===== config.mk =====
export PLATFORM = sky130hd
export DESIGN_NAME = stable_priority_task_queue_core
export DESIGN_NICKNAME = d
export VERILOG_FILES = /design/src/rtl/core/sptq_pkg.sv /design/src/rtl/core/sptq_store.sv /design/src/rtl/core/sptq_ctrl.sv /design/src/rtl/core/stable_priority_task_queue_core.sv
export SDC_FILE = /design/constraint.sdc
export NUM_CORES = 1
export LEC_CHECK = 0
export ABC_CLOCK_PERIOD_IN_PS = 3400
export BUFFER_PORTS_ARGS = -buffer_cell sky130_fd_sc_hd__buf_2
export CORE_AREA = 2 2 287 147
export CTS_CLUSTER_SIZE = 24
export DETAILED_ROUTE_END_ITERATION = 8
export DIE_AREA = 0 0 289 149
export HOLD_SLACK_MARGIN = 0.08
export PLACE_DENSITY = 0.71
export SYNTH_ARGS = -nofsm -noshare
export SYNTH_HDL_FRONTEND = slang
export SYNTH_SLANG_ARGS = --single-unit
export TNS_END_PERCENT = 20

===== constraint.sdc =====
create_clock -name clock -period 3.4 [get_ports clock]
set_input_delay 0.17 -clock clock [delete_from_list [all_inputs] [get_ports clock]]
set_output_delay 0.17 -clock clock [all_outputs]
set_load 0.005 [all_outputs]

===== src/rtl/core/sptq_pkg.sv =====
// shared types, widths and codes for the stable priority task queue
package sptq_pkg;

   // queue geometry and field widths
   localparam int DEPTH     = 16;
   localparam int PRIO_BITS = 8;
   localparam int TAG_BITS  = 16;
   localparam int IDX_BITS  = $clog2(DEPTH);
   localparam int CNT_BITS  = $clog2(DEPTH + 1);
   localparam int KIND_BITS = 3;
   localparam int STAT_BITS = 2;

   // operation codes carried on the request tuser
   localparam logic [KIND_BITS-1:0] KIND_INSERT = 3'd0;
   localparam logic [KIND_BITS-1:0] KIND_REMOVE = 3'd1;
   localparam logic [KIND_BITS-1:0] KIND_POP    = 3'd2;
   localparam logic [KIND_BITS-1:0] KIND_LOOKUP = 3'd3;
   localparam logic [KIND_BITS-1:0] KIND_CLEAR  = 3'd4;

   // status codes carried on the response tuser
   localparam logic [STAT_BITS-1:0] STAT_OK        = 2'd0;
   localparam logic [STAT_BITS-1:0] STAT_NOT_FOUND = 2'd1;
   localparam logic [STAT_BITS-1:0] STAT_FULL      = 2'd2;
   localparam logic [STAT_BITS-1:0] STAT_EMPTY     = 2'd3;

   // one queue slot
   typedef struct packed {
      logic [PRIO_BITS-1:0] prio;
      logic [TAG_BITS-1:0]  tag;
   } entry_type;

   // slot store access from the sequencer
   typedef struct packed {
      logic                wr_en;
      logic [IDX_BITS-1:0] wr_addr;
      entry_type           wr_data;
      logic [IDX_BITS-1:0] rd_addr;
   } store_req_type;

   // finished operation handed to the response register
   typedef struct packed {
      logic [STAT_BITS-1:0] status;
      logic                 found;
      logic [PRIO_BITS-1:0] head_prio;
      logic [TAG_BITS-1:0]  head_tag;
      logic [CNT_BITS-1:0]  fill;
   } result_type;

endpackage


===== src/rtl/core/sptq_store.sv =====
// slot store: one write port and one registered read port
module sptq_store (
   input  logic                   clock,
   input  sptq_pkg::store_req_type req,
   output sptq_pkg::entry_type     rd_data
);

   sptq_pkg::entry_type mem [sptq_pkg::DEPTH];
   sptq_pkg::entry_type rd_data_ff;

   // write port
   always_ff @(posedge clock) begin
      if (req.wr_en) begin
         mem[req.wr_addr] <= req.wr_data;
      end
   end

   // registered read port
   always_ff @(posedge clock) begin
      rd_data_ff <= mem[req.rd_addr];
   end

   assign rd_data = rd_data_ff;

endmodule


===== src/rtl/core/sptq_ctrl.sv =====
// sequencer that walks the slots through one shared compare and move step
module sptq_ctrl (
   input  logic                              clock,
   input  logic                              reset,
   input  logic                              start,
   input  logic [sptq_pkg::KIND_BITS-1:0]    kind,
   input  logic [sptq_pkg::PRIO_BITS-1:0]    task_prio,
   input  logic [sptq_pkg::TAG_BITS-1:0]     task_tag,
   output logic                              idle,
   output logic                              done,
   input  logic                              done_take,
   output sptq_pkg::result_type              result,
   output sptq_pkg::store_req_type           store_req,
   input  sptq_pkg::entry_type               rd_data
);

   localparam int ST_BITS = 3;
   localparam logic [ST_BITS-1:0] S_IDLE    = 3'd0;
   localparam logic [ST_BITS-1:0] S_INS_RD  = 3'd1;
   localparam logic [ST_BITS-1:0] S_INS_EV  = 3'd2;
   localparam logic [ST_BITS-1:0] S_INS_PUT = 3'd3;
   localparam logic [ST_BITS-1:0] S_SCN_RD  = 3'd4;
   localparam logic [ST_BITS-1:0] S_SCN_EV  = 3'd5;
   localparam logic [ST_BITS-1:0] S_SHF_RD  = 3'd6;
   localparam logic [ST_BITS-1:0] S_SHF_EV  = 3'd7;

   localparam logic [sptq_pkg::CNT_BITS-1:0] ONE  = sptq_pkg::CNT_BITS'(1);
   localparam logic [sptq_pkg::CNT_BITS-1:0] TWO  = sptq_pkg::CNT_BITS'(2);
   localparam logic [sptq_pkg::CNT_BITS-1:0] FULL = sptq_pkg::CNT_BITS'(sptq_pkg::DEPTH);

   logic [ST_BITS-1:0]              state_ff, state_in;
   logic                            done_ff, done_in;
   logic [sptq_pkg::CNT_BITS-1:0]   count_ff, count_in;
   logic [sptq_pkg::CNT_BITS-1:0]   idx_ff, idx_in;
   logic [sptq_pkg::KIND_BITS-1:0]  kind_ff, kind_in;
   logic [sptq_pkg::PRIO_BITS-1:0]  prio_ff, prio_in;
   logic [sptq_pkg::TAG_BITS-1:0]   tag_ff, tag_in;
   logic [sptq_pkg::STAT_BITS-1:0]  status_ff, status_in;
   logic                            found_ff, found_in;
   logic [sptq_pkg::PRIO_BITS-1:0]  hprio_ff, hprio_in;
   logic [sptq_pkg::TAG_BITS-1:0]   htag_ff, htag_in;

   logic [sptq_pkg::CNT_BITS-1:0]   idx_next;
   logic [sptq_pkg::CNT_BITS-1:0]   idx_prev;
   logic                            prio_ge;
   logic                            tag_eq;
   logic                            at_last;
   sptq_pkg::entry_type             new_entry;

   // shared compare unit and index arithmetic
   assign idx_next  = idx_ff + ONE;
   assign idx_prev  = idx_ff - ONE;
   assign prio_ge   = (rd_data.prio >= prio_ff);
   assign tag_eq    = (rd_data.tag == tag_ff);
   assign at_last   = (idx_next == count_ff);
   assign new_entry = '{prio: prio_ff, tag: tag_ff};

   // control registers
   always_ff @(posedge clock) begin
      if (reset) begin
         state_ff <= S_IDLE;
         done_ff  <= 1'b0;
         count_ff <= '0;
      end else begin
         state_ff <= state_in;
         done_ff  <= done_in;
         count_ff <= count_in;
      end
   end

   // working and result registers
   always_ff @(posedge clock) begin
      idx_ff    <= idx_in;
      kind_ff   <= kind_in;
      prio_ff   <= prio_in;
      tag_ff    <= tag_in;
      status_ff <= status_in;
      found_ff  <= found_in;
      hprio_ff  <= hprio_in;
      htag_ff   <= htag_in;
   end

   // sequencer
   always_comb begin
      state_in  = state_ff;
      done_in   = done_ff;
      count_in  = count_ff;
      idx_in    = idx_ff;
      kind_in   = kind_ff;
      prio_in   = prio_ff;
      tag_in    = tag_ff;
      status_in = status_ff;
      found_in  = found_ff;
      hprio_in  = hprio_ff;
      htag_in   = htag_ff;

      store_req.wr_en   = 1'b0;
      store_req.wr_addr = idx_next[sptq_pkg::IDX_BITS-1:0];
      store_req.wr_data = new_entry;
      store_req.rd_addr = idx_ff[sptq_pkg::IDX_BITS-1:0];

      case (state_ff)
         S_IDLE: begin
            if (done_ff) begin
               if (done_take) begin
                  done_in = 1'b0;
               end
            end else if (start) begin
               kind_in   = kind;
               prio_in   = task_prio;
               tag_in    = task_tag;
               status_in = sptq_pkg::STAT_OK;
               found_in  = 1'b0;
               hprio_in  = '0;
               htag_in   = '0;
               idx_in    = '0;
               case (kind)
                  sptq_pkg::KIND_INSERT: begin
                     if (count_ff == FULL) begin
                        status_in = sptq_pkg::STAT_FULL;
                        done_in   = 1'b1;
                     end else if (count_ff == '0) begin
                        state_in = S_INS_PUT;
                     end else begin
                        idx_in   = count_ff - ONE;
                        state_in = S_INS_RD;
                     end
                  end
                  sptq_pkg::KIND_REMOVE: begin
                     if (count_ff == '0) begin
                        status_in = sptq_pkg::STAT_NOT_FOUND;
                        done_in   = 1'b1;
                     end else begin
                        state_in = S_SCN_RD;
                     end
                  end
                  sptq_pkg::KIND_POP: begin
                     if (count_ff == '0) begin
                        status_in = sptq_pkg::STAT_EMPTY;
                        done_in   = 1'b1;
                     end else begin
                        state_in = S_SCN_RD;
                     end
                  end
                  sptq_pkg::KIND_LOOKUP: begin
                     if (count_ff == '0) begin
                        done_in = 1'b1;
                     end else begin
                        state_in = S_SCN_RD;
                     end
                  end
                  sptq_pkg::KIND_CLEAR: begin
                     count_in = '0;
                     done_in  = 1'b1;
                  end
                  default: begin
                     done_in = 1'b1;
                  end
               endcase
            end
         end

         // insert walks from the tail towards the head, moving lower entries down
         S_INS_RD: begin
            state_in = S_INS_EV;
         end
         S_INS_EV: begin
            store_req.wr_en = 1'b1;
            if (prio_ge) begin
               count_in = count_ff + ONE;
               done_in  = 1'b1;
               state_in = S_IDLE;
            end else begin
               store_req.wr_data = rd_data;
               if (idx_ff == '0) begin
                  state_in = S_INS_PUT;
               end else begin
                  idx_in   = idx_prev;
                  state_in = S_INS_RD;
               end
            end
         end
         S_INS_PUT: begin
            store_req.wr_en   = 1'b1;
            store_req.wr_addr = idx_ff[sptq_pkg::IDX_BITS-1:0];
            count_in          = count_ff + ONE;
            done_in           = 1'b1;
            state_in          = S_IDLE;
         end

         // search from the head; pop takes the head as its match
         S_SCN_RD: begin
            state_in = S_SCN_EV;
         end
         S_SCN_EV: begin
            if (kind_ff == sptq_pkg::KIND_POP || tag_eq) begin
               if (kind_ff == sptq_pkg::KIND_POP) begin
                  hprio_in = rd_data.prio;
                  htag_in  = rd_data.tag;
               end else begin
                  found_in = 1'b1;
               end
               if (kind_ff == sptq_pkg::KIND_LOOKUP) begin
                  done_in  = 1'b1;
                  state_in = S_IDLE;
               end else if (at_last) begin
                  count_in = count_ff - ONE;
                  done_in  = 1'b1;
                  state_in = S_IDLE;
               end else begin
                  state_in = S_SHF_RD;
               end
            end else if (at_last) begin
               if (kind_ff == sptq_pkg::KIND_REMOVE) begin
                  status_in = sptq_pkg::STAT_NOT_FOUND;
               end
               done_in  = 1'b1;
               state_in = S_IDLE;
            end else begin
               idx_in   = idx_next;
               state_in = S_SCN_RD;
            end
         end

         // close the gap: slot idx takes slot idx plus one
         S_SHF_RD: begin
            store_req.rd_addr = idx_next[sptq_pkg::IDX_BITS-1:0];
            state_in          = S_SHF_EV;
         end
         S_SHF_EV: begin
            store_req.wr_en   = 1'b1;
            store_req.wr_addr = idx_ff[sptq_pkg::IDX_BITS-1:0];
            store_req.wr_data = rd_data;
            if (idx_ff + TWO == count_ff) begin
               count_in = count_ff - ONE;
               done_in  = 1'b1;
               state_in = S_IDLE;
            end else begin
               idx_in   = idx_next;
               state_in = S_SHF_RD;
            end
         end
         default: begin
            state_in = S_IDLE;
         end
      endcase
   end

   assign idle             = (state_ff == S_IDLE) && !done_ff;
   assign done             = done_ff;
   assign result.status    = status_ff;
   assign result.found     = found_ff;
   assign result.head_prio = hprio_ff;
   assign result.head_tag  = htag_ff;
   assign result.fill      = count_ff;

endmodule


===== src/rtl/core/stable_priority_task_queue_core.sv =====
// top level of the stable priority task queue: stream ports and response register
//
//  channel | dir | beat fields (tdata / tuser, lowest bit first)
//  req_    | in  | tdata: task_prio[7:0], task_tag[23:8]; tuser: kind[2:0]
//  rsp_    | out | tdata: head_prio[7:0], head_tag[23:8], fill[28:24]; tuser: status, found
//
// insert walks from the tail towards the head, moving lower entries down, with a last write
// when the new task lands at the head; remove, lookup and pop scan from the head; clear and
// refused operations touch no slot; the registered slot store read paces each walk.
// reset empties the queue at once; slot contents are left as they are.
// a response waiting in the output register lets the next request start;
// it only stalls the sequencer at its hand-over step.
module stable_priority_task_queue_core (
   input  logic        clock,
   input  logic        reset,
   input  logic        req_tvalid,
   output logic        req_tready,
   input  logic [23:0] req_tdata,   // task_prio[7:0], task_tag[23:8]
   input  logic [2:0]  req_tuser,   // kind[2:0]
   output logic        rsp_tvalid,
   input  logic        rsp_tready,
   output logic [31:0] rsp_tdata,   // head_prio[7:0], head_tag[23:8], fill[28:24], zero
   output logic [2:0]  rsp_tuser    // status[1:0], found[2]
);

   sptq_pkg::store_req_type store_req;
   sptq_pkg::entry_type     rd_data;
   sptq_pkg::result_type    result;
   sptq_pkg::result_type    rsp_ff, rsp_in;
   logic                    rsp_valid_ff, rsp_valid_in;
   logic                    idle;
   logic                    done;
   logic                    take;

   sptq_store u_store (
      .clock   (clock),
      .req     (store_req),
      .rd_data (rd_data)
   );

   sptq_ctrl u_ctrl (
      .clock     (clock),
      .reset     (reset),
      .start     (req_tvalid),
      .kind      (req_tuser),
      .task_prio (req_tdata[sptq_pkg::PRIO_BITS-1:0]),
      .task_tag  (req_tdata[sptq_pkg::PRIO_BITS +: sptq_pkg::TAG_BITS]),
      .idle      (idle),
      .done      (done),
      .done_take (take),
      .result    (result),
      .store_req (store_req),
      .rd_data   (rd_data)
   );

   assign req_tready = idle;

   // response register loads when empty or being drained
   assign take = done && (!rsp_valid_ff || rsp_tready);

   always_comb begin
      rsp_valid_in = rsp_valid_ff;
      rsp_in       = rsp_ff;
      if (take) begin
         rsp_valid_in = 1'b1;
         rsp_in       = result;
      end else if (rsp_tready) begin
         rsp_valid_in = 1'b0;
      end
   end

   always_ff @(posedge clock) begin
      if (reset) begin
         rsp_valid_ff <= 1'b0;
      end else begin
         rsp_valid_ff <= rsp_valid_in;
      end
   end

   always_ff @(posedge clock) begin
      rsp_ff <= rsp_in;
   end

   // beat packing
   assign rsp_tvalid = rsp_valid_ff;
   assign rsp_tdata  = {3'b000, rsp_ff.fill, rsp_ff.head_tag, rsp_ff.head_prio};
   assign rsp_tuser  = {rsp_ff.found, rsp_ff.status};

endmodule


Word level (Yosys, flattened, before mapping)
Memories as Yosys holds them, arrays and structs flattened. A register that Yosys moved wholly into a read port is not among the register bits.
Cells that the tools add are included.
Storage, ports and cells
  memories kept: 1
  register bits: 101
  RAM bits: 384
Cells by class
  magnitude comparators: 1
  bitwise logic cells: 1
  $add $sub $neg: 5
  reductions and logical operators: 25
  equality and inequality tests: 37
  multiplexer cells: 80
Memories
  u_store.mem: words 16, bits a word 24, read ports 1, clocked after Yosys merged registers in 1, wr ports 1, line sptq_store.sv:8  | sptq_pkg::entry_type mem [sptq_pkg::DEPTH];
Operator list (count)
  two-way mux 5 bit: 18
  two-way mux 16 bit: 4
  one-hot mux 24 bit (2 select lines): 1
  two-way mux 8 bit: 4
  one-hot mux 16 bit (2 select lines): 1
  two-way mux 3 bit: 9
  one-hot mux 5 bit (5 select lines): 1
  two-way mux 24 bit: 1
  one-hot mux 3 bit (8 select lines): 1
  two-way mux 1 bit: 20
  two-way mux 2 bit: 10
  != test 2 bit (second input constant): 10
  one-hot mux 5 bit (4 select lines): 1
  == test 3 x 2 -> 1 bit (second input constant): 6
  == test 16 bit: 1
  one-hot mux 8 bit (2 select lines): 1
  == test 3 bit (second input constant): 5
  AND reduction 5 bit: 3
  != test 2 x 1 -> 1 bit (second input constant): 6
  adder 5 x 1 -> 5 bit (second input constant): 2
  == test 5 bit: 2
  logical NOT 5 bit: 2
  subtractor 5 x 1 -> 5 bit (second input constant): 2
  == test 3 x 1 -> 1 bit (second input constant): 3
  other kinds (24): 35

Longest topological paths before layout
  depth after elaboration: 7
  gate-level depth with buffers: 10

Hierarchy
Synthesis repeated with hierarchy kept, for this count alone.
Unflattened totals
  cell total of the unflattened synthesis: 1055
  area total of the unflattened synthesis: 20205.6 µm²
By module, submodules not included
  sptq_store: instances 1, area each 14930.6 µm², cells an instance 636
  sptq_ctrl: instances 1, area each 4232.8 µm², cells an instance 378
  stable_priority_task_queue_core: instances 1, area each 1042.2 µm², cells an instance 41

Worst setup path after synthesis
OpenSTA, ideal clock, no wires.
  path type: register to register
  from: reg u_ctrl.idx_ff[0] in the netlist's numbering
  to: mem u_store.mem[9][0] in the netlist's numbering (enable)
  data required time: 2.995 ns
  data arrival time: 2.708 ns
  stages on the path, launching flop included: 8
  period minus slack after synthesis: 3.113 ns
  library setup time: 0.405 ns
  buffers on the path: 2
  slack: 0.287 ns
  path through: edfxtp_1 -> buf_1 -> inv_1 -> ha_1 -> buf_2 -> o32ai_1 -> nand2_1 -> nor2_1
Between the ends
  cells in the longest elaborated chain, start to end: 2
RTL lines
  from (decl): line sptq_ctrl.sv:34  | logic [sptq_pkg::CNT_BITS-1:0] idx_ff, idx_in;
  from (signal assigned): line sptq_ctrl.sv:73  | idx_ff <= idx_in;
  adder 5 x 1 -> 5 bit: line sptq_ctrl.sv:51  | assign idx_next = idx_ff + ONE;
  two-way mux 4 bit *: line sptq_ctrl.sv:102  | case (state_ff)
  to (decl): line sptq_store.sv:8
Mark *: on every way between the ends. The rest lies on a longest branch, timed or not.

Final worst setup path
  from: reg u_ctrl.idx_ff[1] in the netlist's numbering
  to: reg u_ctrl.idx_ff[2] in the netlist's numbering (enable)
Between the ends
  cells in the longest elaborated chain, start to end: 4
RTL lines (line)
  adder 5 x 2 -> 5 bit / adder 5 x 1 -> 5 bit (equally long branches): sptq_ctrl.sv:234, sptq_ctrl.sv:51
  == test 5 bit, on equally long branches: sptq_ctrl.sv:234, sptq_ctrl.sv:55
  != test 2 bit (no line)
  AND reduction 8 bit (no line) *
Marks and branches as above.
A chain may end at the register's enable or synchronous reset.

==> results.md <==
- The run finished with clean final reports.
- The final weighted congestion of routability-driven global placement is 0.929.
- Once placement finished, the instance area stood at ~0.021 mm2.
- After routing the design area is between 0.02 and 0.025 mm2.
- The leakage power summed over all cells is between 7 and 8 nW.
- The worst ir drop on vdd is between 0.0005 and 0.0006 V.
- The register clock-pin slew on the reported worst setup and hold paths is roughly 0.060 ns.
- Across all register-to-register paths, the minimum setup slack is approximately 0.092 ns.
- The repair_antennas step left the layout with diodes totalling 0.
- Counting every sink on the clock net gives 509.
- In this run the cell area of the synthesized design comes to around 0.020 mm2.
- The growth of design area from synthesis to finish is 15.0%.
- A synthesized cell averages just over 20 um2.
- The number of buffer cells added on primary ports is 64.
- The total number of vias is 10100.
- The library cells used most frequently in the layout, excluding fill and tap cells, are 475 x sky130_fd_sc_hd__edfxtp_1, 120 x sky130_fd_sc_hd__mux4_2, 64 x sky130_fd_sc_hd__buf_2, 43 x sky130_fd_sc_hd__clkbuf_16, 35 x sky130_fd_sc_hd__nand2_1.
- The switching share of power is a little under a third.
- The total grt overflow is 0.
- The final period utilization is around 100%.
- The total setup violations reported at the end of the flow is 0.
- The number of synthesized register bits is 509.
- The net load switching power is 5.71 mW.
- The accumulated negative setup slack is 0 ns.
- In this run, placement finished with an instance count of around 1600.
- The critical path class is reg2reg.
- The initialized floorplan defines 53 standard-cell rows.
- The leading cell type in the layout, fill and taps excluded is sky130_fd_sc_hd__edfxtp_1.
- In the final layout, the multi-input gates occupy 0.00492 mm2.
- The net count of the finished layout is between 1000 and 1500.
- The count of filler cells inserted in the layout is 3015.
- The share of total power dissipated in sequential elements is 45.6%.
- The first global-routing pass estimated around 66 mm of wire.
- The arrival time of data at the critical path endpoint is 3.58 ns.
- The total number of yosys warnings is 0.
- The routed wirelength normalized by instance count is 25.8 um.
- The peak clock frequency supported by timing is 302 MHz.
- The floorplan step defined a core boundary enclosing 0.0410 mm2.
- The floorplan step set the die height to between 100 and 150 um.
- For this run, asynchronously set or reset flops after synthesis account for 0%.
- The number of antenna violations at the first check in global routing is 0.
- The sequential cell area in the final layout is about 0.015 mm2.
- In the routed design, unresolved DRC markers number 0.
- The share of total power dissipated in combinational logic is just under 30%.
- The largest net degree at the start of global routing is 55.
- The CTS root buffer is sky130_fd_sc_hd__clkbuf_16.
- Max-cap violations in this run came to 0.
- The transition time at the pin with the least slew margin is ~0.96 ns.
- The number of standard cells after synthesis is 999.
- Clock tree synthesis inserted a total of 43 buffers.
- The sort of element at the start of the critical path is a flip-flop.
- The die area is between 0.04 and 0.05 mm2.
- The final cell count without fillers is between 1500 and 2000.
- The final layout contains routed wiring with a total length of approximately 44 mm.
- The fraction of layout cells with a size suffix above 1 is between 20 and 30%.
- The worst-case hold path end point is u_ctrl.state_ff[2].
- The internal cell power is between 10 and 15 mW.
- The share of power burned in the clock network is 25.2%.
- After legalization and detailed placement, the total HPWL measured approximately 25 mm.
- The worst clock skew is approximately 0.025 ns.
- The detail route stage leaves a number of antenna-violating nets equal to 0.
- The number of cells on the worst reg-to-reg path is 7.
- Power spread over the standard cell area amounts to 821 mW/mm2.
- The kind of end point of the critical path is a flip-flop.
- The clock latency of the later-clocked register in the worst-skew pair is 0.56 ns.
- The number of enable flip-flop cells after synthesis is 475.
- The effective utilization at floorplan is 49.1%.
- Setup repair after global routing left no endpoint under its margin.
- The worst register-to-register path ends at u_ctrl.idx_ff[2].
- Of the synthesized area, sequential elements account for around three quarters.
- Measured against its own limit, the worst slew margin works out to ~36%.
- The clock tree from TritonCTS is built.
- The worst hold path begins at req_tvalid.
- The buffer levels on the longest clock path is 3.
- The largest driver fanout on the critical path is 9.
- The number of optimization iterations in the first detailed-route pass is 5.
- Synthesis instantiated roughly 60 different standard cells from the library.
- For the worst setup path, the data required time is ~3.7 ns.
- The launch point of the worst reg-to-reg path is u_ctrl.idx_ff[1].
- The post-route minimum period is around 3.3 ns.
- The number of global-route vias before repair is roughly 9900.
- For this run, the leading register cell type out of synthesis is sky130_fd_sc_hd__edfxtp_1.
- The per-cell via count in the routed design is approximately 5.9.
- Along the worst hold path, the cell count comes to 4.
- The path type of the worst min-delay path is in2reg.
- For this block, the initial DRC count from the detailed router was ~1100.
- The horizontal extent of the die is roughly 290 um.
- The final number of max-transition violations is 0.
- The hold violation total from the final report is 0.
- The total I/O pin count is 68.
- The maximum level of the CTS H-tree is 2.
- The global routing usage summed across all routing layers is a little over a fifth.
-- power groups by stage --
stage / Combinational (mW) / Sequential, mW / Clock (mW)
floorplan: 3.95 / 8.60 / 0
global placement: 5.43 / 8.77 / 0
detailed placement: 5.54 / 8.79 / 0
CTS: 5.59 / 8.66 / 4.88
global route: 5.99 / 8.73 / 5.13
finish: 5.56 / 8.66 / 4.78
-- routing by layer --
layer	track usage, %	share of wire (%)	up-vias
met3	4.83	8.5	55
li1	-	-	4289
met5	0	0	-
met1	32.8	46	5276
met4	3.45	1.2	0
met2	31.1	44	430
-- cells in the mapped netlist (9+ instances only) --
library cell                 n  area share (%)
sky130_fd_sc_hd__o21ai_0     9            0.22
sky130_fd_sc_hd__buf_2      15            0.37
sky130_fd_sc_hd__clkbuf_1   25            0.47
sky130_fd_sc_hd__ha_1       19             1.2
sky130_fd_sc_hd__mux4_2    120              13
sky130_fd_sc_hd__dfxtp_1    34             3.4
sky130_fd_sc_hd__nand3_1     9            0.22
sky130_fd_sc_hd__nand2_1    35            0.65
sky130_fd_sc_hd__nor2_1     35            0.65
sky130_fd_sc_hd__edfxtp_1  475              71
sky130_fd_sc_hd__xor2_1     23             1.0
sky130_fd_sc_hd__inv_1      21            0.39
sky130_fd_sc_hd__xnor2_1    18            0.78
sky130_fd_sc_hd__mux2_1     22             1.2
sky130_fd_sc_hd__and2_1     27            0.84
-- state kept, by name, summed over array words and instances (netlist names) --
signal	cells
rsp_tuser	3
u_ctrl.htag_ff	16
u_ctrl.found_ff	1
u_ctrl.done	1
u_ctrl.idx_ff	5
u_ctrl.hprio_ff	8
rsp_tvalid	1
u_ctrl.status_ff	2
u_ctrl.kind_ff	3
u_ctrl.tag_ff	16
rsp_tdata	29
u_ctrl.count_ff	5
u_ctrl.state_ff	3
u_ctrl.prio_ff	8
u_store.rd_data	24
u_store.mem	384
-- per-stage QoR --
stage | setup slack [ns] | utilization (%) | power [mW] | hold slack, ns
after floorplan | 0.287 | - | 12.5 | 0.239
after global placement | 0.347 | 52.4 | 14.2 | 0.350
after detailed placement | 0.270 | 52.4 | 14.3 | 0.350
after CTS | 0.250 | 56.4 | 19.1 | 0.149
after global routing | 0.0287 | 56.4 | 19.8 | 0.185
final | 0.0917 | 56.4 | 19.0 | 0.174
-- area by class of cell --
cell class / count / share of cell area [%]
Sequential cell: 509 / 64.6
Multi-Input combinational cell: 420 / 21.3
Clock buffer: 59 / 5.22
Timing Repair Buffer: 135 / 4.93
Tap cell: 550 / 2.98
Clock inverter: 19 / 0.638
Inverter: 22 / 0.357
-- how the worst max path moves through the flow --
stage,from,end,slack (ns),cells past startpoint
5_1_grt,u_ctrl.idx_ff[1],u_ctrl.idx_ff[2],0.03,7
2_1_floorplan,u_ctrl.idx_ff[0],u_store.mem[9][0],0.29,7
6_report,u_ctrl.idx_ff[1],u_ctrl.idx_ff[2],0.09,7
4_1_cts,u_ctrl.idx_ff[1],u_ctrl.idx_ff[1],0.25,7
3_3_place_gp,u_ctrl.idx_ff[1],u_ctrl.idx_ff[2],0.35,7
3_5_place_dp,u_ctrl.idx_ff[1],u_ctrl.idx_ff[1],0.27,7
-- kinds of logic after synthesis --
group	count (synthesis)	synth area share (%)
multiplexers	150	15.1
adder cells (fa/ha/maj)	19	1.18
XOR/XNOR	42	1.87
other	1	0.0187
AO/OA/AOI/OAI	62	2.23
AND/OR/NAND/NOR	144	3.57
buffers and inverters	72	1.70
flip-flops	509	74.3
-- critical path, cell delays in order (launching register included) --
cell                       delay [ns]
sky130_fd_sc_hd__edfxtp_1        0.57
sky130_fd_sc_hd__ha_1            0.39
sky130_fd_sc_hd__nor3b_1         0.19
sky130_fd_sc_hd__o21a_1          0.20
sky130_fd_sc_hd__o311ai_1        0.72
sky130_fd_sc_hd__a311oi_1        0.19
sky130_fd_sc_hd__a211oi_1        0.53
sky130_fd_sc_hd__buf_4           0.24
-- timing repair --
action / in CTS / in global routing
hold buffers: 30 / 0
resized for setup: 0 / 0
setup buffers: 0 / 0
endpoints found under the hold margin: 36 / 0
No activity file was read; power rests on OpenSTA's default activity.
